`config.mk`:
```
export PLATFORM = sky130hd
export DESIGN_NAME = page_map_table_walk
export DESIGN_NICKNAME = d
export VERILOG_FILES = /design/src/design/pmtw_pkg.sv /design/src/design/pmtw_store.sv /design/src/design/page_map_table_walk.sv
export VERILOG_INCLUDE_DIRS = /design/src /design/src/design
export SDC_FILE = /design/constraint.sdc
export NUM_CORES = 2
export LEC_CHECK = 0
export BUFFER_PORTS_ARGS = -buffer_cell sky130_fd_sc_hd__buf_2
export CAP_MARGIN = 20
export CORE_MARGIN = 4
export CORE_UTILIZATION = 60
export DETAILED_ROUTE_END_ITERATION = 8
export PLACE_DENSITY = 0.77
export SYNTH_ARGS = -nofsm -noshare
export SYNTH_HDL_FRONTEND = slang
export SYNTH_SLANG_ARGS = --single-unit
```
`constraint.sdc`:
```
create_clock -name clk -period 13.2 [get_ports clk]
set_clock_uncertainty 0.05 [all_clocks]
set_input_delay 1.32 -clock clk [delete_from_list [all_inputs] [get_ports clk]]
set_output_delay 1.32 -clock clk [all_outputs]
set_load 0.01 [all_outputs]
```
`src/design/page_map_table_walk_defines.svh`:
```
// ----------------------------------------------------------------------------
// page_map_table_walk_defines
// Assertion macros used by the page map RTL.
// ----------------------------------------------------------------------------
`ifndef PAGE_MAP_TABLE_WALK_DEFINES_SVH
`define PAGE_MAP_TABLE_WALK_DEFINES_SVH

`ifndef SYNTH
`define PMTW_ASSERT_IMP(name, clk, rst_n, ante, cons) \
	name: assert property (@(posedge clk) disable iff (!rst_n) (ante) |-> (cons)) \
	else $error("page map assertion failed");
`define PMTW_ASSERT_NXT(name, clk, rst_n, ante, cons) \
	name: assert property (@(posedge clk) disable iff (!rst_n) (ante) |=> (cons)) \
	else $error("page map assertion failed");
`else
`define PMTW_ASSERT_IMP(name, clk, rst_n, ante, cons)
`define PMTW_ASSERT_NXT(name, clk, rst_n, ante, cons)
`endif

`endif

```
`src/design/pmtw_pkg.sv`:
```
// ----------------------------------------------------------------------------
// pmtw_pkg
// Types and constants of the page map table walk.
// ----------------------------------------------------------------------------
`default_nettype none

package pmtw_pkg;

	localparam int ADDR_W         = 48;
	localparam int WORD_W         = 64;
	localparam int RIDX_W         = 6;
	localparam int ENTRIES_DEF    = 16;
	localparam int PAGE_SHIFT_DEF = 12;

	typedef enum logic [1:0] {
		MODE_WALK     = 2'd0,
		MODE_CREATE   = 2'd1,
		MODE_WRITE    = 2'd2,
		MODE_TRAVERSE = 2'd3
	} mode_t;

	typedef enum logic [1:0] {
		ST_IDLE,
		ST_SCAN,
		ST_WRITE,
		ST_FLUSH
	} state_t;

	typedef struct packed {
		mode_t              mode;
		logic [ADDR_W-1:0]  vaddr;
		logic [ADDR_W-1:0]  last_vaddr;
		logic [RIDX_W-1:0]  slot_index;
		logic [WORD_W-1:0]  entry_word;
	} in_item_t;

	typedef struct packed {
		logic               status;
		logic               found;
		logic [RIDX_W-1:0]  result_index;
		logic [WORD_W-1:0]  result_word;
		logic [ADDR_W-1:0]  result_page;
		logic               last;
	} out_item_t;

endpackage

`default_nettype wire

```
`src/design/pmtw_store.sv`:
```
// ----------------------------------------------------------------------------
// pmtw_store
// Slot memory, one read and one write port, registered read data.
// Per-slot valid flops make unwritten slots read as zero after reset.
// ----------------------------------------------------------------------------
`default_nettype none

module pmtw_store #(
	parameter int ENTRIES = pmtw_pkg::ENTRIES_DEF,
	parameter int DATA_W  = pmtw_pkg::WORD_W + pmtw_pkg::ADDR_W - pmtw_pkg::PAGE_SHIFT_DEF,
	localparam int IDX_W  = (ENTRIES > 1) ? $clog2(ENTRIES) : 1
) (
	input  wire logic              clk,
	input  wire logic              arst_n,
	input  wire logic              rd_en,
	input  wire logic [IDX_W-1:0]  rd_addr,
	output logic      [DATA_W-1:0] rd_data,
	input  wire logic              wr_en,
	input  wire logic [IDX_W-1:0]  wr_addr,
	input  wire logic [DATA_W-1:0] wr_data
);

	logic [DATA_W-1:0]  mem [ENTRIES];
	logic [ENTRIES-1:0] valid_q;
	logic [DATA_W-1:0]  rdata_s1;
	logic               rvld_s1;

	always_ff @(posedge clk) begin
		if (wr_en) begin
			mem[wr_addr] <= wr_data;
		end
		if (rd_en) begin
			rdata_s1 <= mem[rd_addr];
		end
	end

	always_ff @(posedge clk or negedge arst_n) begin
		if (!arst_n) begin
			valid_q <= '0;
			rvld_s1 <= 1'b0;
		end else begin
			if (wr_en) begin
				valid_q[wr_addr] <= 1'b1;
			end
			if (rd_en) begin
				rvld_s1 <= valid_q[rd_addr];
			end
		end
	end

	assign rd_data = rvld_s1 ? rdata_s1 : '0;

endmodule

`default_nettype wire

```
`src/design/page_map_table_walk.sv`:
```
// ----------------------------------------------------------------------------
// page_map_table_walk
// Fully associative page map: walk, walk and create, write, range traverse.
// ----------------------------------------------------------------------------
// Usage:
//   An item is taken when start is high and busy is low. busy drops at the
//   edge that puts the last result of the item on result, so the next item
//   can be taken in the cycle that result is strobed. Each result is on
//   result for one cycle with result_strobe high; the receiver cannot stall.
//   Walk / create: slots are read one per cycle from the slot memory; a hit
//   ends the scan early. Write: the slot is read and, when slot_index is
//   below ENTRIES, written back. Traverse: one result per matching slot,
//   the last one strobed after the scan; no match gives a single not-found
//   result. The single memory read port sets the rate: one slot per cycle.
//   Reset clears the per-slot valid flops at once, so all slots read as
//   empty right after reset; no clearing pass is needed.
// ----------------------------------------------------------------------------
`default_nettype none
`include "page_map_table_walk_defines.svh"

module page_map_table_walk #(
	parameter int ENTRIES    = pmtw_pkg::ENTRIES_DEF,
	parameter int PAGE_SHIFT = pmtw_pkg::PAGE_SHIFT_DEF
) (
	input  wire logic                clk,
	input  wire logic                arst_n,
	input  wire logic                start,
	output logic                     busy,
	input  wire pmtw_pkg::in_item_t  item,
	output pmtw_pkg::out_item_t      result,
	output logic                     result_strobe
);

	import pmtw_pkg::*;

	localparam int PN_W   = ADDR_W - PAGE_SHIFT;
	localparam int DATA_W = PN_W + WORD_W;
	localparam int IDX_W  = (ENTRIES > 1) ? $clog2(ENTRIES) : 1;
	localparam int CNT_W  = $clog2(ENTRIES + 1);

	state_t             state_q, state_d;
	mode_t              mode_q;
	logic [ADDR_W-1:0]  va_q, lva_q;
	logic [RIDX_W-1:0]  sidx_q;
	logic [WORD_W-1:0]  word_q;
	logic [CNT_W-1:0]   rd_cnt_q;
	logic               data_vld_s1;
	logic [IDX_W-1:0]   data_idx_s1;
	logic               found_free_q;
	logic [IDX_W-1:0]   free_idx_q;
	logic               pend_vld_q;
	out_item_t          pend_q;
	out_item_t          res_q;
	logic               strobe_q;

	logic               accept;
	logic               rd_en, wr_en;
	logic [IDX_W-1:0]   rd_addr, wr_addr;
	logic [DATA_W-1:0]  rd_data, wr_data;
	logic [PN_W-1:0]    ent_page, pnum;
	logic [WORD_W-1:0]  ent_word;
	logic [ADDR_W-1:0]  ent_base;
	logic               present, hit, tmatch, last_data, in_range;
	logic               free_now, set_free, load_pend, emit;
	logic [IDX_W-1:0]   free_sel;
	out_item_t          emit_item, ent_item, empty_item;

	pmtw_store #(
		.ENTRIES (ENTRIES),
		.DATA_W  (DATA_W)
	) u_store (
		.clk     (clk),
		.arst_n  (arst_n),
		.rd_en   (rd_en),
		.rd_addr (rd_addr),
		.rd_data (rd_data),
		.wr_en   (wr_en),
		.wr_addr (wr_addr),
		.wr_data (wr_data)
	);

	assign busy      = (state_q != ST_IDLE);
	assign accept    = start && !busy;
	assign ent_page  = rd_data[DATA_W-1:WORD_W];
	assign ent_word  = rd_data[WORD_W-1:0];
	assign ent_base  = {ent_page, {PAGE_SHIFT{1'b0}}};
	assign present   = ent_word[0];
	assign pnum      = va_q[ADDR_W-1:PAGE_SHIFT];
	assign hit       = present && (ent_page == pnum);
	assign tmatch    = present && (ent_base >= va_q) && (ent_base <= lva_q);
	assign last_data = (data_idx_s1 == IDX_W'(ENTRIES - 1));
	assign in_range  = ({1'b0, sidx_q} < (RIDX_W + 1)'(ENTRIES));
	assign free_now  = found_free_q || !present;
	assign free_sel  = found_free_q ? free_idx_q : data_idx_s1;

	always_comb begin
		empty_item      = '0;
		empty_item.last = 1'b1;
		ent_item              = '0;
		ent_item.found        = 1'b1;
		ent_item.result_index = RIDX_W'(data_idx_s1);
		ent_item.result_word  = ent_word;
		ent_item.result_page  = ent_base;
		ent_item.last         = 1'b1;
	end

	always_comb begin
		state_d = state_q;
		case (state_q)
			ST_IDLE: begin
				if (accept) begin
					state_d = (item.mode == MODE_WRITE) ? ST_WRITE : ST_SCAN;
				end
			end
			ST_SCAN: begin
				if (data_vld_s1) begin
					if (mode_q == MODE_TRAVERSE) begin
						if (last_data) begin
							state_d = ST_FLUSH;
						end
					end else if (hit || last_data) begin
						state_d = ST_IDLE;
					end
				end
			end
			ST_WRITE: state_d = ST_IDLE;
			ST_FLUSH: state_d = ST_IDLE;
			default:  state_d = ST_IDLE;
		endcase
	end

	always_comb begin
		rd_en     = 1'b0;
		rd_addr   = '0;
		wr_en     = 1'b0;
		wr_addr   = '0;
		wr_data   = '0;
		emit      = 1'b0;
		emit_item = empty_item;
		set_free  = 1'b0;
		load_pend = 1'b0;
		case (state_q)
			ST_IDLE: begin
				if (accept) begin
					rd_en   = 1'b1;
					rd_addr = (item.mode == MODE_WRITE) ? item.slot_index[IDX_W-1:0] : '0;
				end
			end
			ST_SCAN: begin
				rd_en   = (rd_cnt_q < CNT_W'(ENTRIES));
				rd_addr = rd_cnt_q[IDX_W-1:0];
				if (data_vld_s1) begin
					case (mode_q)
						MODE_TRAVERSE: begin
							if (tmatch) begin
								load_pend = 1'b1;
								if (pend_vld_q) begin
									emit           = 1'b1;
									emit_item      = pend_q;
									emit_item.last = 1'b0;
								end
							end
						end
						default: begin
							set_free = !present && !found_free_q;
							if (hit) begin
								emit      = 1'b1;
								emit_item = ent_item;
							end else if (last_data) begin
								emit = 1'b1;
								if (mode_q == MODE_CREATE) begin
									if (free_now) begin
										wr_en   = 1'b1;
										wr_addr = free_sel;
										wr_data = {pnum, {WORD_W{1'b0}}};
										emit_item.found        = 1'b1;
										emit_item.result_index = RIDX_W'(free_sel);
										emit_item.result_page  = {pnum, {PAGE_SHIFT{1'b0}}};
									end else begin
										emit_item.status = 1'b1;
									end
								end
							end
						end
					endcase
				end
			end
			ST_WRITE: begin
				emit = 1'b1;
				if (in_range) begin
					wr_en   = 1'b1;
					wr_addr = sidx_q[IDX_W-1:0];
					wr_data = {ent_page, word_q};
					emit_item.found        = 1'b1;
					emit_item.result_index = sidx_q;
					emit_item.result_word  = word_q;
					emit_item.result_page  = ent_base;
				end
			end
			ST_FLUSH: begin
				emit = 1'b1;
				if (pend_vld_q) begin
					emit_item = pend_q;
				end
			end
			default: ;
		endcase
	end

	always_ff @(posedge clk or negedge arst_n) begin
		if (!arst_n) begin
			state_q      <= ST_IDLE;
			strobe_q     <= 1'b0;
			rd_cnt_q     <= '0;
			data_vld_s1  <= 1'b0;
			found_free_q <= 1'b0;
			pend_vld_q   <= 1'b0;
		end else begin
			state_q     <= state_d;
			strobe_q    <= emit;
			data_vld_s1 <= rd_en && (state_q == ST_SCAN || (accept && item.mode != MODE_WRITE));
			if (accept) begin
				rd_cnt_q     <= CNT_W'(1);
				found_free_q <= 1'b0;
				pend_vld_q   <= 1'b0;
			end else begin
				if (rd_en) begin
					rd_cnt_q <= rd_cnt_q + CNT_W'(1);
				end
				if (set_free) begin
					found_free_q <= 1'b1;
				end
				if (load_pend) begin
					pend_vld_q <= 1'b1;
				end
			end
		end
	end

	always_ff @(posedge clk) begin
		if (accept) begin
			mode_q <= item.mode;
			va_q   <= item.vaddr;
			lva_q  <= item.last_vaddr;
			sidx_q <= item.slot_index;
			word_q <= item.entry_word;
		end
		if (rd_en) begin
			data_idx_s1 <= rd_addr;
		end
		if (set_free) begin
			free_idx_q <= data_idx_s1;
		end
		if (load_pend) begin
			pend_q <= ent_item;
		end
		if (emit) begin
			res_q <= emit_item;
		end
	end

	assign result        = res_q;
	assign result_strobe = strobe_q;

	`PMTW_ASSERT_IMP(a_empty_zero, clk, arst_n, result_strobe && !result.found,
		result.result_word == '0 && result.result_page == '0 && result.result_index == '0)
	`PMTW_ASSERT_IMP(a_multi_only_traverse, clk, arst_n, result_strobe && !result.last,
		mode_q == MODE_TRAVERSE)
	`PMTW_ASSERT_IMP(a_strobe_after_busy, clk, arst_n, result_strobe, $past(busy))

endmodule

`default_nettype wire

```
==> Implementation_results.wiki <==
{| class="wikitable"
! Metric !! Value
|-
| Congestion Overflow GR || 0
|-
| Total routed wirelength || 223000 µm
|-
| Most frequent standard cell in the layout excluding fill and tap cells || edfxtp_1
|-
| Detailed router's first-iteration violation count || 8237
|-
| Clk slew on worst S/H paths || 0.06 ns
|-
| Remaining number of nets flagged by the antenna check after routing || 0
|-
| Number of buffers created by CTS || 200
|-
| Routed wire per std cell || 25.9 µm
|-
| Die Y || 385 µm
|-
| RSZ-0062 raised after global routing || false
|-
| Gate Count Post-Synth || 6398
|-
| Total vias in the final route || 55900
|-
| Critical path arrival || 7.64 ns
|-
| Critical path launch point type || flip-flop
|-
| Combinational share of power || 0.279
|-
| Slew headroom || 0.219
|-
| Via count of the first global-routing pass || 54200
|-
| Post-layout min period || 7.24 ns
|-
| Post-synthesis sequential element count || 2117
|-
| Transition at the pin with the smallest max-transition slack || 1.17 ns
|-
| Share of total power in the clock network || 0.293
|-
| Clock latency on the worst-skew pair || 0.83 ns
|-
| Global-route wire length before repair || 333000 µm
|-
| Critical path capture point || u_store.mem[9][83]
|-
| Sequential-to-total area share from yosys stat || 0.744
|-
| Count of pins over their slew limit || 0
|-
| R2R setup slack || 5.96 ns
|-
| Fin Hold WS || 0.423 ns
|-
| Ratio of total power to cell area || 205 mW/mm²
|-
| Leakage power total || 33.0 nW
|-
| CTS H-Tree Depth || 4
|-
| Initial DRT Pass Iterations || 8
|-
| Count of unique library cells instantiated by Yosys || 65
|-
| Routability-driven placement congestion ratio || 0.921
|-
| Global-route met2 utilization || 0.453
|-
| Sequential fraction of design power || 0.428
|-
| Number of antenna violations at the first check in global routing || 13
|-
| Cell Chain, Critical Path || buf_4, and2_1, ha_1, nand4_1, nor4_1, o2111ai_2, nand2_1, o21ai_0, or3_1, nor2_4, buf_4, buf_4
|-
| Aggregate global-route resource usage || 0.297
|-
| I/O Pins || 294
|-
| Fraction of synthesized cell area taken by the top area cell type || 0.735
|-
| Per-cell via count in the routed design || 6.49
|-
| Avg Synthesized Cell Area || 13.3 µm²
|-
| Cell repeated most along the worst path || buf_4
|-
| End of the worst register-to-register path || u_store.mem[9][83]
|-
| Row count || 138
|-
| Starting utilization of the core area || 0.603
|-
| Max_cap viols || 0
|-
| Share of the cycle needed by the critical path after routing || 0.548
|-
| Top library cells by usage in the layout, fill and taps aside || 2089 x edfxtp_1, 1673 x nand2_1, 812 x nand3_1, 281 x buf_2, 203 x a311oi_1
|-
| Depth of the worst register-to-register path || 12
|-
| Clock sink count || 2117
|-
| Number of fillers in the final layout || 9349
|-
| Synthesis warning total || 0
|-
| Fmax || 138 MHz
|-
| Delay contributed by the slowest stage of the critical path || 0.84 ns
|-
| Chip Width || 385 µm
|-
| Worst min-delay path class || reg2reg
|-
| Status || finished, final reports clean
|-
| Total setup violations reported at the end of the flow || 0
|-
| Global routing's busiest layer || met2
|-
| Crit path from || u_store.rvld_s1
|-
| Post-Layout Inst Area || 0.0950 mm²
|-
| Full die area || 0.148 mm²
|-
| Worst hold path depth || 1
|-
| Maximum clock insertion buffer count || 3
|-
| Crit path max fanout || 80
|-
| Total Nets Final || 6820
|-
| Master cell of the clock root buffer || clkbuf_16
|-
| Data required time of the critical path || 13.60 ns
|-
| Post-Synthesis Cell Area || 0.0853 mm²
|-
| Number of DRC violations after detailed routing || 0
|-
| Growth of design area from synthesis to finish || 11.4%
|-
| CTS Hold Bufs || 0
|-
| Switching share of power || 0.342
|-
| Internal cell power || 12.8 mW
|-
| Summed negative setup slack over all endpoints || 0 ns
|-
| Worst setup EP type || flip-flop
|-
| Launch point of the worst reg-to-reg path || u_store.rvld_s1
|-
| Fraction of met3 tracks used by global routing || 0.0625
|-
| Port buffer count || 281
|-
| Worst ir drop on vdd || 0.000250 V
|-
| Post-detailed-placement half-perimeter wirelength || 119000 µm
|-
| Met1 Resource Use GR || 0.428
|-
| Largest net degree at the start of global routing || 171
|-
| Gates resized, CTS repair || 0
|-
| Most used flip-flop cell after synthesis || edfxtp_1
|-
| Kind of critical path || reg2reg
|-
| Post-synth EDFFs || 2089
|-
| Core Region || 0.141 mm²
|-
| Slowest stage cell on the critical path || buf_4
|-
| Fraction of final layout cells with drive strength greater than 1 || 0.105
|-
| Number of setup buffers added after CTS || 0
|-
| Cell taking the most area after synthesis || edfxtp_1
|-
| Net switching power || 6.65 mW
|-
| Leading post-synthesis cells by cell area || edfxtp_1 74%, nand2_1 7.4%, nand3_1 4.8%
|-
| TritonCTS clock tree || done
|-
| Number of hold-slack violations in the final timing report || 0
|-
| Share of synthesized registers carrying an async set or reset || 0.0132
|-
| Placed Instance Area || 0.0884 mm²
|}
[synthesized netlist by cell type (all sizes together) (42+ instances only)]
| library cell | n |
|---|---|
| edfxtp | 2089 |
| nand2 | 1673 |
| nand3 | 812 |
| clkbuf | 400 |
| a311oi | 203 |
| and3 | 169 |
| and2 | 133 |
| a31oi | 104 |
| o2bb2ai | 102 |
| a21oi | 99 |
| ha | 95 |
| inv | 85 |
| nor2 | 71 |
| a22o | 62 |
| buf | 42 |
[state kept, by name (all words and copies together) (netlist names), 2 cells and up]
register and cells:
result 109, u_store.mem 1600, u_store.valid_q 16, va_q 48, word_q 64, pend_q 104, data_idx_s1 4, sidx_q 6
u_store.rdata_s1 100, free_idx_q 4, state_q 2, rd_cnt_q 5, lva_q 48, mode_q 2
[per-layer routing]
metal  vias to the layer above  wire [µm]
met2                      3917     102000
li1                      24100          -
met3                       459      28800
met5                         -         41
met1                     27400      84900
met4                         6       7540
[cell families after synthesis]
logic type               after synthesis  share of synthesized area
AO/OA/AOI/OAI                        726                     0.0656
XOR/XNOR                               4                   0.000411
adder cells (fa/ha/maj)               96                     0.0141
buffers and inverters                528                     0.0242
flip-flops                          2117                      0.744
multiplexers                           3                   0.000367
other                                  1                  0.0000440
AND/OR/NAND/NOR                     2923                      0.152
[layout make-up]
type                       instances  area (µm²)  share of cell area
antenna                            4        10.0            0.000105
clock inverter                   120        1260              0.0133
multi-input combinational       3766       20100               0.211
clock buffer                     248        5240              0.0551
sequential                      2117       63400               0.667
tap                             1890        2360              0.0249
inverter                          86         350             0.00369
timing repair buffer             383        2330              0.0246
[power groups by stage]
stage / clock, mW / combinational, mW / sequential, mW
after global routing: 6.03 / 5.93 / 8.34
after floorplan: 0 / 3.66 / 8.37
final: 5.70 / 5.43 / 8.33
after CTS: 5.73 / 5.34 / 8.31
after global placement: 0 / 5.12 / 8.45
after detailed placement: 0 / 5.29 / 8.44
[through the flow]
stage | std cells | setup WS, ns | total power, mW | utilization
6_report | 8614 | 5.96 | 19.5 | 0.672
5_1_grt | 8611 | 5.83 | 20.3 | 0.672
4_1_cts | 8598 | 6.27 | 19.4 | 0.671
3_5_place_dp | 8230 | 6.18 | 13.7 | 0.625
3_3_place_gp | 8228 | 6.39 | 13.6 | 0.625
2_1_floorplan | 6411 | 4.28 | 12.0 | -
[worst max-delay path: cells and delay by family (launching register included)]
kind | cells | cell delay [ns]
compound gates | 2 | 0.72
fa+ha+maj | 1 | 0.16
buf+inv | 3 | 2.30
flops | 1 | 0.57
simple gates | 6 | 2.83
[how the worst min path moves through the flow]
stage | start | to
after global routing | u_store.valid_q[12] | u_store.valid_q[12]
after global placement | u_store.valid_q[4] | u_store.valid_q[4]
after CTS | u_store.valid_q[4] | u_store.valid_q[4]
after detailed placement | u_store.valid_q[4] | u_store.valid_q[4]
after floorplan | u_store.valid_q[4] | u_store.valid_q[4]
final | u_store.valid_q[4] | u_store.valid_q[4]
Power figures use the tool's default switching activity.
